==> src/sv/irct_pkg.sv <==
// ----------------------------------------------------------------------------
// irct_pkg: shared types and codes for the interval reservation table
// Item kinds, status codes and the broadcast bus that runs along the cells.
// ----------------------------------------------------------------------------
package irct_pkg;

    localparam int unsigned DEF_TABLE_ENTRIES = 64;

    typedef enum logic [2:0] {
        K_INST_READ  = 3'd0,
        K_INST_WRITE = 3'd1,
        K_CHK_READ   = 3'd2,
        K_CHK_WRITE  = 3'd3,
        K_MARK       = 3'd4,
        K_RELEASE    = 3'd5,
        K_CLEAR      = 3'd6,
        K_NONE       = 3'd7
    } t_kind;

    typedef enum logic [2:0] {
        ST_OK             = 3'd0,
        ST_WRITE_VS_READ  = 3'd1,
        ST_WRITE_VS_WRITE = 3'd2,
        ST_READ_VS_WRITE  = 3'd3,
        ST_FULL           = 3'd4,
        ST_NOT_FOUND      = 3'd5
    } t_status;

    typedef struct packed {
        logic [2:0]  kind;
        logic [63:0] txn_id;
        logic [63:0] key;
        logic [63:0] time_from;
        logic [63:0] time_to;
    } t_req;

    // Per-cell flags handed to the collector
    typedef struct packed {
        logic free;
        logic own;
        logic rd_hit;
        logic wr_hit;
    } t_cell_flags;

    // Flags carried along the chain (ripple to the next cell)
    typedef struct packed {
        logic taken;
        logic found;
        logic rd_hit;
        logic wr_hit;
    } t_chain;

endpackage

==> src/sv/irct_cell.sv <==
// ----------------------------------------------------------------------------
// irct_cell: one table entry
// Holds an entry, compares it with the registered request, then applies the
// update. Taken, found and hit flags ripple to the next cell.
// ----------------------------------------------------------------------------
module irct_cell (
    input  logic            i_clk,
    input  logic            i_rst_n,
    input  irct_pkg::t_req  i_req,
    input  logic            i_cmp,
    input  logic            i_upd,
    input  irct_pkg::t_chain i_chain,
    output irct_pkg::t_chain o_chain
);
    import irct_pkg::*;

    logic        r_valid, r_pending, r_is_write;
    logic [63:0] r_txn, r_key, r_from, r_to;
    logic        r_free, r_own, r_rd, r_wr;
    logic        n_free, n_own, n_rd, n_wr, foreign;
    logic        is_inst, take;

    // compare stage
    always_comb begin
        n_free  = !r_valid;
        n_own   = r_valid && (r_txn == i_req.txn_id);
        foreign = r_valid && (r_txn != i_req.txn_id) && (r_key == i_req.key);
        n_rd = 1'b0;
        n_wr = 1'b0;
        if (t_kind'(i_req.kind) == K_CHK_READ) begin
            n_wr = foreign && r_is_write && (r_from <= i_req.time_from)
                   && (i_req.time_from < r_to);
        end else begin
            n_rd = foreign && !r_is_write && (i_req.time_from <= r_from)
                   && (r_from < i_req.time_to);
            n_wr = foreign && r_is_write && (i_req.time_from < r_to)
                   && (r_from < i_req.time_to);
        end
    end

    always_ff @(posedge i_clk) begin
        if (i_cmp) begin
            r_free <= n_free;
            r_own  <= n_own;
            r_rd   <= n_rd;
            r_wr   <= n_wr;
        end
    end

    assign is_inst = (t_kind'(i_req.kind) == K_INST_READ) ||
                     (t_kind'(i_req.kind) == K_INST_WRITE);
    assign take    = is_inst && r_free && !i_chain.taken;

    assign o_chain.taken  = i_chain.taken || r_free;
    assign o_chain.found  = i_chain.found || r_own;
    assign o_chain.rd_hit = i_chain.rd_hit || r_rd;
    assign o_chain.wr_hit = i_chain.wr_hit || r_wr;

    // update stage
    always_ff @(posedge i_clk) begin
        if (!i_rst_n) begin
            r_valid   <= 1'b0;
            r_pending <= 1'b0;
        end else if (i_upd) begin
            unique case (t_kind'(i_req.kind))
                K_INST_READ, K_INST_WRITE: begin
                    if (take) begin
                        r_valid   <= 1'b1;
                        r_pending <= 1'b0;
                    end
                end
                K_MARK: begin
                    if (r_own) r_pending <= 1'b1;
                end
                K_RELEASE: begin
                    if (r_own) begin
                        r_valid   <= 1'b0;
                        r_pending <= 1'b0;
                    end
                end
                K_CLEAR: begin
                    r_valid   <= 1'b0;
                    r_pending <= 1'b0;
                end
                default: ;
            endcase
        end
    end

    always_ff @(posedge i_clk) begin
        if (i_upd && take) begin
            r_txn      <= i_req.txn_id;
            r_key      <= i_req.key;
            r_from     <= i_req.time_from;
            r_to       <= (t_kind'(i_req.kind) == K_INST_WRITE) ? i_req.time_to : 64'd0;
            r_is_write <= (t_kind'(i_req.kind) == K_INST_WRITE);
        end
    end
endmodule

==> config.mk <==
export PLATFORM = sky130hd
export DESIGN_NAME = irct_cell
export DESIGN_NICKNAME = d
export VERILOG_FILES = /design/src/sv/irct_pkg.sv /design/src/sv/irct_cell.sv
export SDC_FILE = /design/constraint.sdc
export NUM_CORES = 1
export LEC_CHECK = 0
export ABC_AREA = 1
export BUFFER_PORTS_ARGS = -buffer_cell sky130_fd_sc_hd__buf_2
export CAP_MARGIN = 20
export CORE_ASPECT_RATIO = 2
export CORE_MARGIN = 2
export CORE_UTILIZATION = 51
export DETAILED_ROUTE_END_ITERATION = 6
export PLACE_DENSITY = 0.84
export SYNTH_ARGS = -nofsm -noshare
export SYNTH_HDL_FRONTEND = slang
export SYNTH_SLANG_ARGS = --single-unit
==> constraint.sdc <==
create_clock -name i_clk -period 6 [get_ports i_clk]
set_input_delay 0 -clock i_clk [delete_from_list [all_inputs] [get_ports i_clk]]
set_output_delay 0 -clock i_clk [all_outputs]
set_load 0.02 [all_outputs]
==> results of run 1 <==
-- power by group --
group | total, mW | internal (mW) | leakage (nW) | switching (mW)
Sequential | 2.06 | 2.04 | 2.45 | 0.0140
Combinational | 0.595 | 0.294 | 6.69 | 0.302
Clock | 1.53 | 0.808 | 0.370 | 0.721
-- worst max-delay path: cells and delay by family (launching register included) --
| kind | cells | cell delay [ns] |
|---|---|---|
| buffers and inverters | 2 | 1.46 |
| flip-flops | 1 | 0.36 |
| AND/OR/NAND/NOR | 2 | 0.51 |
-- layout by cell type, fill, tap and decap left out, types with 2 or more instances in the layout --
master,instances
nand4_1,24
buf_2,270
o21a_1,4
nor2_1,173
edfxtp_1,261
xnor2_1,30
o21ai_0,42
a211oi_1,3
a31oi_1,2
o211ai_1,5
inv_1,316
nor2_2,2
inv_2,2
clkinv_1,8
dlygate4sd3_1,260
clkinv_2,6
o22ai_1,9
diode_2,2
clkbuf_16,25
or2_2,5
clkbuf_1,2
ha_1,190
nor3_1,9
clkinvlp_4,3
nand3_1,22
nor4_1,3
nand2_1,270
xor2_1,48
buf_4,2
a21oi_1,99
-- metrics by stage --
stage	utilization, %	hold WS (ns)
after floorplan	-	0.0989
after global placement	57.8	0.192
after detailed placement	57.8	0.194
after CTS	69.2	0.0481
after global routing	69.2	0.104
final	69.2	0.105
-- cell type report --
class / instances / area (µm²)
Antenna cell: 2 / 5.00
Clock buffer: 27 / 633
Clock inverter: 19 / 123
Fill cell: 1953 / 9010
Inverter: 319 / 1200
Multi-Input combinational cell: 947 / 6010
Sequential cell: 262 / 7860
Tap cell: 364 / 455
Timing Repair Buffer: 533 / 3990
-- layer usage --
metal	vias to the layer above	wire, µm
met4	0	1850
met2	706	23100
li1	6156	-
met5	-	0
met3	126	3290
met1	6082	15800
-- state kept, by name, summed over array words and instances, names as in the netlist --
signal / cells
r_wr: 1
r_rd: 1
r_key: 64
r_txn: 64
r_own: 1
r_from: 64
r_is_write: 1
r_valid: 1
r_free: 1
r_to: 64
-- worst paths after layout --
check	slack, ns	end	startpoint
worst max-delay path	3.24	r_from[15]	r_free
worst min-delay path	0.10	r_wr	i_req[256]
worst max register to register	3.24	r_from[15]	r_free
worst min register to register	0.61	r_free	r_valid
-- cell families after synthesis --
| logic type | Yosys count |
|---|---|
| xor gates and xnor gates | 78 |
| buffers and inverters | 325 |
| adders and majority gates | 190 |
| DFF | 262 |
| AOI/OAI and AO/OA | 168 |
| and+or+nand+nor | 511 |
-- timing repair --
| action | CTS | global route |
|---|---|---|
| hold buffers | 260 | 0 |
| endpoints found under the hold margin | 263 | 0 |
| setup endpoints to repair | 0 | 0 |
==> summary.txt, run 1 <==
Part of the Yosys area used for sequential elements -> 52.1%
Count leader, synth -> inv_1
Rows -> 89
Max Slew Vio Count -> 0
Cell Area, Synth -> 15100 µm²
Power, Total -> 4.18 mW
Synth warnings -> 0
Critical Path Start Type -> register
Initial antenna violation count -> 2
GR Overflow Total -> 0
EDFF count, synth -> 261
Synth Area in Simple Gates -> 13.6%
WP data arrival -> 2.93 ns
CTS tree -> done
Sum of negative setup slack -> 0 ns
Setup Crit Path Kind -> reg2reg
Compound-Gate Fraction of Synth Area -> 5.94%
Max FO, Critical Path -> 62
First-pass GRT wire length -> 69.2 mm
Skew final -> 0.0108 ns
Crit path max-delay cell type -> buf_4
HP Class -> in2reg
Vias -> 13070
Type of destination of the critical path -> register
Final Hold Violating Endpoints -> 0
Mapped Cells -> 1534
Core ar. -> 29300 µm²
Layout area overhead -> 34.4%
Final period demand of the worst path -> 2.76 ns
Vias per cell -> 5.29
Largest net degree at the start of global routing -> 155
Synth Area in Adders -> 15.8%
Gpl congestion -> 0.826
Die X -> 126 µm
Layout cells sized above 1 -> 15.2%
# DRC -> 0
Status -> finished clean
Die Y -> 247 µm
Post-CTS resize count -> 0
Yosys top cell area share -> 51.9%
Buffers on Ports -> 270
Post-DP HPWL -> 26.9 mm
Leak -> 9.51 nW
Final net count -> 2545
Clock Latency Late Sink -> 0.54 ns
Largest family of logic cells by synthesized area -> adder cells
Total CTS buffers -> 25
VDD IR max -> 0.000257 V
Area contributors post-synth -> edfxtp_1 52%, ha_1 16%, inv_1 7.9%
CP peak stage delay -> 0.78 ns
Final setup violation count -> 0
Cell area after layout -> 20300 µm²
FF+latch count, synth -> 262
Post-placement cell count -> 2165
WL/cell -> 17.8 µm
Pwr dens -> 206 nW/µm²
Met3 global-route usage -> 4.52%
Unrepaired setup endpoints after global routing -> no
Non-filler cells, final -> 2473
CTS H-tree depth -> 1
Clk slew on worst S/H paths -> 0.07 ns
Sink Count -> 262
GR Util met1 -> 31.3%
First-pass DRT Iterations -> 5
Hold Crit Depth -> 6
XOR/XNOR Fraction of Synth Area -> 4.53%
Post-Syn Area per Cell -> 9.84 µm²
Post-DRT Antenna Nets -> 0
Mux share of post-synthesis cell area -> 0%
CP required -> 6.17 ns
Synth cell count leaders -> 317 x inv_1, 270 x nand2_1, 261 x edfxtp_1
Cell Chain, Critical Path -> nand2_1, or4_1, clkinvlp_4, buf_4
Fin crit share -> 45.9%
Reg2reg path depth -> 4
Starting Density -> 51.5%
Max Root-Sink Buffers -> 3
Relative slew slack -> 35.1%
Total GRT Usage -> 28.0%
Ys flop type -> edfxtp_1
Gr busiest metal -> met2
Area post-placement -> 16900 µm²
Vias in the first global route -> 13931
Grt met2 use -> 52.5%
Yosys top cell by area -> edfxtp_1
Die Area -> 31100 µm²
Max-Cap Viols -> 0
Post-CTS Setup Inserts -> 0
DR iter-0 viols -> 1039
Yosys cell types -> 30
Syn_nets -> 1991
Pre-CTS setup slack -> 3.33 ns
IO Count -> 271
Setup WS post-layout -> 3.24 ns
Fmax -> 363 MHz
Asr flop ratio synth -> 0%
Slew @ Worst Pin -> 0.971 ns
Root Buffer -> clkbuf_16
Total Wirelength -> 44.1 mm
No activity file was read; power rests on OpenSTA's default activity.
==> inputs of run 2 (changes only) <==
--- a/config.mk
+++ b/config.mk
@@ -10,9 +10,9 @@
 export CAP_MARGIN = 20
 export CORE_ASPECT_RATIO = 2
 export CORE_MARGIN = 2
-export CORE_UTILIZATION = 51
+export CORE_UTILIZATION = 57
 export DETAILED_ROUTE_END_ITERATION = 6
-export PLACE_DENSITY = 0.84
+export PLACE_DENSITY = 0.88
 export SYNTH_ARGS = -nofsm -noshare
 export SYNTH_HDL_FRONTEND = slang
 export SYNTH_SLANG_ARGS = --single-unit
==> constraint.sdc (replaced) <==
create_clock -name i_clk -period 2.8 [get_ports i_clk]
set_input_delay 0 -clock i_clk [delete_from_list [all_inputs] [get_ports i_clk]]
set_output_delay 0 -clock i_clk [all_outputs]
set_load 0.02 [all_outputs]
==> summary.txt, run 2 (synthesis results as in run 1) <==
Status -> finished with violations
Failing checks -> DRC
Die X -> 119 µm (-5.2%)
Die Y -> 234 µm (-5.3%)
Layout cells sized above 1 -> 15.6% (+0.39 points)
Commonest non-fill, non-tap cell in the layout -> inv_1
Setup Crit Path Kind -> reg2reg
GR Overflow Total -> 0 (unchanged)
CTS H-tree depth -> 1 (unchanged)
Max Root-Sink Buffers -> 3 (unchanged)
Area post-placement -> 17000 µm² (+0.52%)
# DRC -> 1 (+1)
Post-DRT Antenna Nets -> 0 (unchanged)
VDD IR max -> 0.000548 V (+110%)
Fin crit share -> 84.6% (+39 points)
Buffers on Ports -> 270 (unchanged)
Gpl congestion -> 0.896 (+8.6%)
Clock Power Share -> 38.1% (+1.5 points)
Sink Count -> 262 (unchanged)
Final Hold Violating Endpoints -> 0 (unchanged)
Crit path max-delay cell type -> dlygate4sd3_1
Switching Fraction -> 24.3% (-0.50 points)
Fmax -> 422 MHz (+16%)
Logic pwr share -> 14.3% (about the same)
Type of destination of the critical path -> register
Slew @ Worst Pin -> 0.649 ns (-0.321 ns)
WL/cell -> 19.6 µm (+10%)
Sw power -> 2.25 mW (+120%)
Leak -> 9.61 nW (+1.1%)
Clock Latency Late Sink -> 0.54 ns (about the same)
P_int -> 7.02 mW (+120%)
Cell family with most CP delay -> buffers and inverters
Skew final -> 0.0208 ns (+0.00999 ns)
HP Class -> in2reg
Die Area -> 27900 µm² (-10%)
Setup crit start -> r_free
Sequential cell area -> 7860 µm² (unchanged)
Post-DP HPWL -> 28.7 mm (+6.3%)
Layout area overhead -> 35.4%
Core ar. -> 26200 µm² (-11%)
Final core utilization -> 78.1% (+8.8 points)
Initial antenna violation count -> 4 (+2)
Vias -> 13813 (+5.7%)
Total GRT Usage -> 34.7% (+6.7 points)
Total CTS buffers -> 24 (-4.0%)
Most frequent cells in the layout -> 316 x inv_1, 270 x nand2_1, 270 x buf_2, 261 x dlygate4sd3_1, 261 x edfxtp_1
First-pass DRT Iterations -> 7 (+2)
Rows -> 84 (-5.6%)
Cell Chain, Critical Path -> nand2_1, or4_4, clkinvlp_4, o21ai_0, a31oi_1, dlygate4sd3_1
Max Slew Vio Count -> 0 (unchanged)
Vias in the first global route -> 14840 (+6.5%)
Root Buffer -> clkbuf_16
Post-CTS resize count -> 0 (unchanged)
Starting Density -> 57.7% (+6.1 points)
Sequential Power Share -> 47.6% (-1.6 points)
Largest net degree at the start of global routing -> 49 (-68%)
Layout fillers -> 1460 (-25%)
Final period demand of the worst path -> 2.37 ns (-0.387 ns)
Final setup violation count -> 0 (unchanged)
Critical Path Start Type -> register
Pwr dens -> 453 nW/µm² (+120%)
Relative slew slack -> 56.3% (+21 points)
Final net count -> 2553 (+0.31%)
Vias per cell -> 5.62 (+6.3%)
Cell area after layout -> 20400 µm² (+0.77%)
WP data arrival -> 2.84 ns (-0.09 ns)
Clk slew on worst S/H paths -> 0.07 ns (about the same)
Total Wirelength -> 48.3 mm (+9.7%)
IO Count -> 271 (unchanged)
Min-delay src -> i_req[256]
Max-Cap Viols -> 0 (unchanged)
DR iter-0 viols -> 1204 (+16%)
Unrepaired setup endpoints after global routing -> no
First-pass GRT wire length -> 74.8 mm (+8.1%)
CP required -> 3.28 ns (-2.89 ns)
Max FO, Critical Path -> 20 (-68%)
Post-CTS Setup Inserts -> 0 (unchanged)
Crit path buf inv count -> 2 (unchanged)
CP peak stage delay -> 0.59 ns (-0.19 ns)
FF-to-FF Start -> r_free
Area used by multi-input combinational logic -> 6020 µm² (about the same)
CTS tree -> done
[run 2: tightest hold or removal path, delay by kind of cell]
kind	cells	cell delay [ns]
buffers and inverters	2	0.13
AO/OA/AOI/OAI	1	0.12
AND/OR/NAND/NOR	3	0.22
[run 2: routing by layer]
layer,track usage (%),routed length (µm),vias to the layer above
li1,-,-,6174
met1,33.9,15200,6377
met2,64.2,25500,926
met5,0,12,-
met4,25.7,4070,2
met3,6.69,3490,334
[run 2: area by class of cell]
class | count | share of cell area [%]
Sequential cell | 262 | 38.5
Clock inverter | 15 | 0.869
Multi-Input combinational cell | 947 | 29.5
Antenna cell | 3 | 0.0367
Timing Repair Buffer | 542 | 20.1
Inverter | 319 | 5.88
Tap cell | 344 | 2.11
Clock buffer | 27 | 3.10
[run 2: worst paths after layout]
check | slack, ns | to | cells past startpoint
worst max-delay path | 0.43 | r_valid | 6
worst min-delay path | 0.09 | r_wr | 6
worst max register to register | 0.43 | r_valid | 6
worst min register to register | 0.56 | r_free | 1
[run 2: per-stage QoR]
step	setup WS [ns]	hold WS, ns	power, mW	std cells	setup TNS (ns)
finish	0.431	0.0921	9.27	2459	0
global route	0.301	0.139	9.50	2459	0
CTS	0.633	0.0486	9.12	2456	0
detailed placement	0.744	0.195	5.43	2153	0
global placement	0.797	0.193	5.37	2153	0
floorplan	-1.95	0.0989	4.98	1534	-504.19
[run 2: timing repair]
item,CTS,global route
endpoints found under the setup margin,0,0
endpoints found under the hold margin,263,0
hold buffers,261,0
[run 2: power by group through the flow]
stage	Combinational (mW)	Sequential [mW]	Clock [mW]
3_3_place_gp	0.889	4.49	0
5_1_grt	1.44	4.41	3.65
4_1_cts	1.23	4.40	3.49
3_5_place_dp	0.939	4.49	0
2_1_floorplan	0.488	4.50	0
6_report	1.33	4.41	3.53
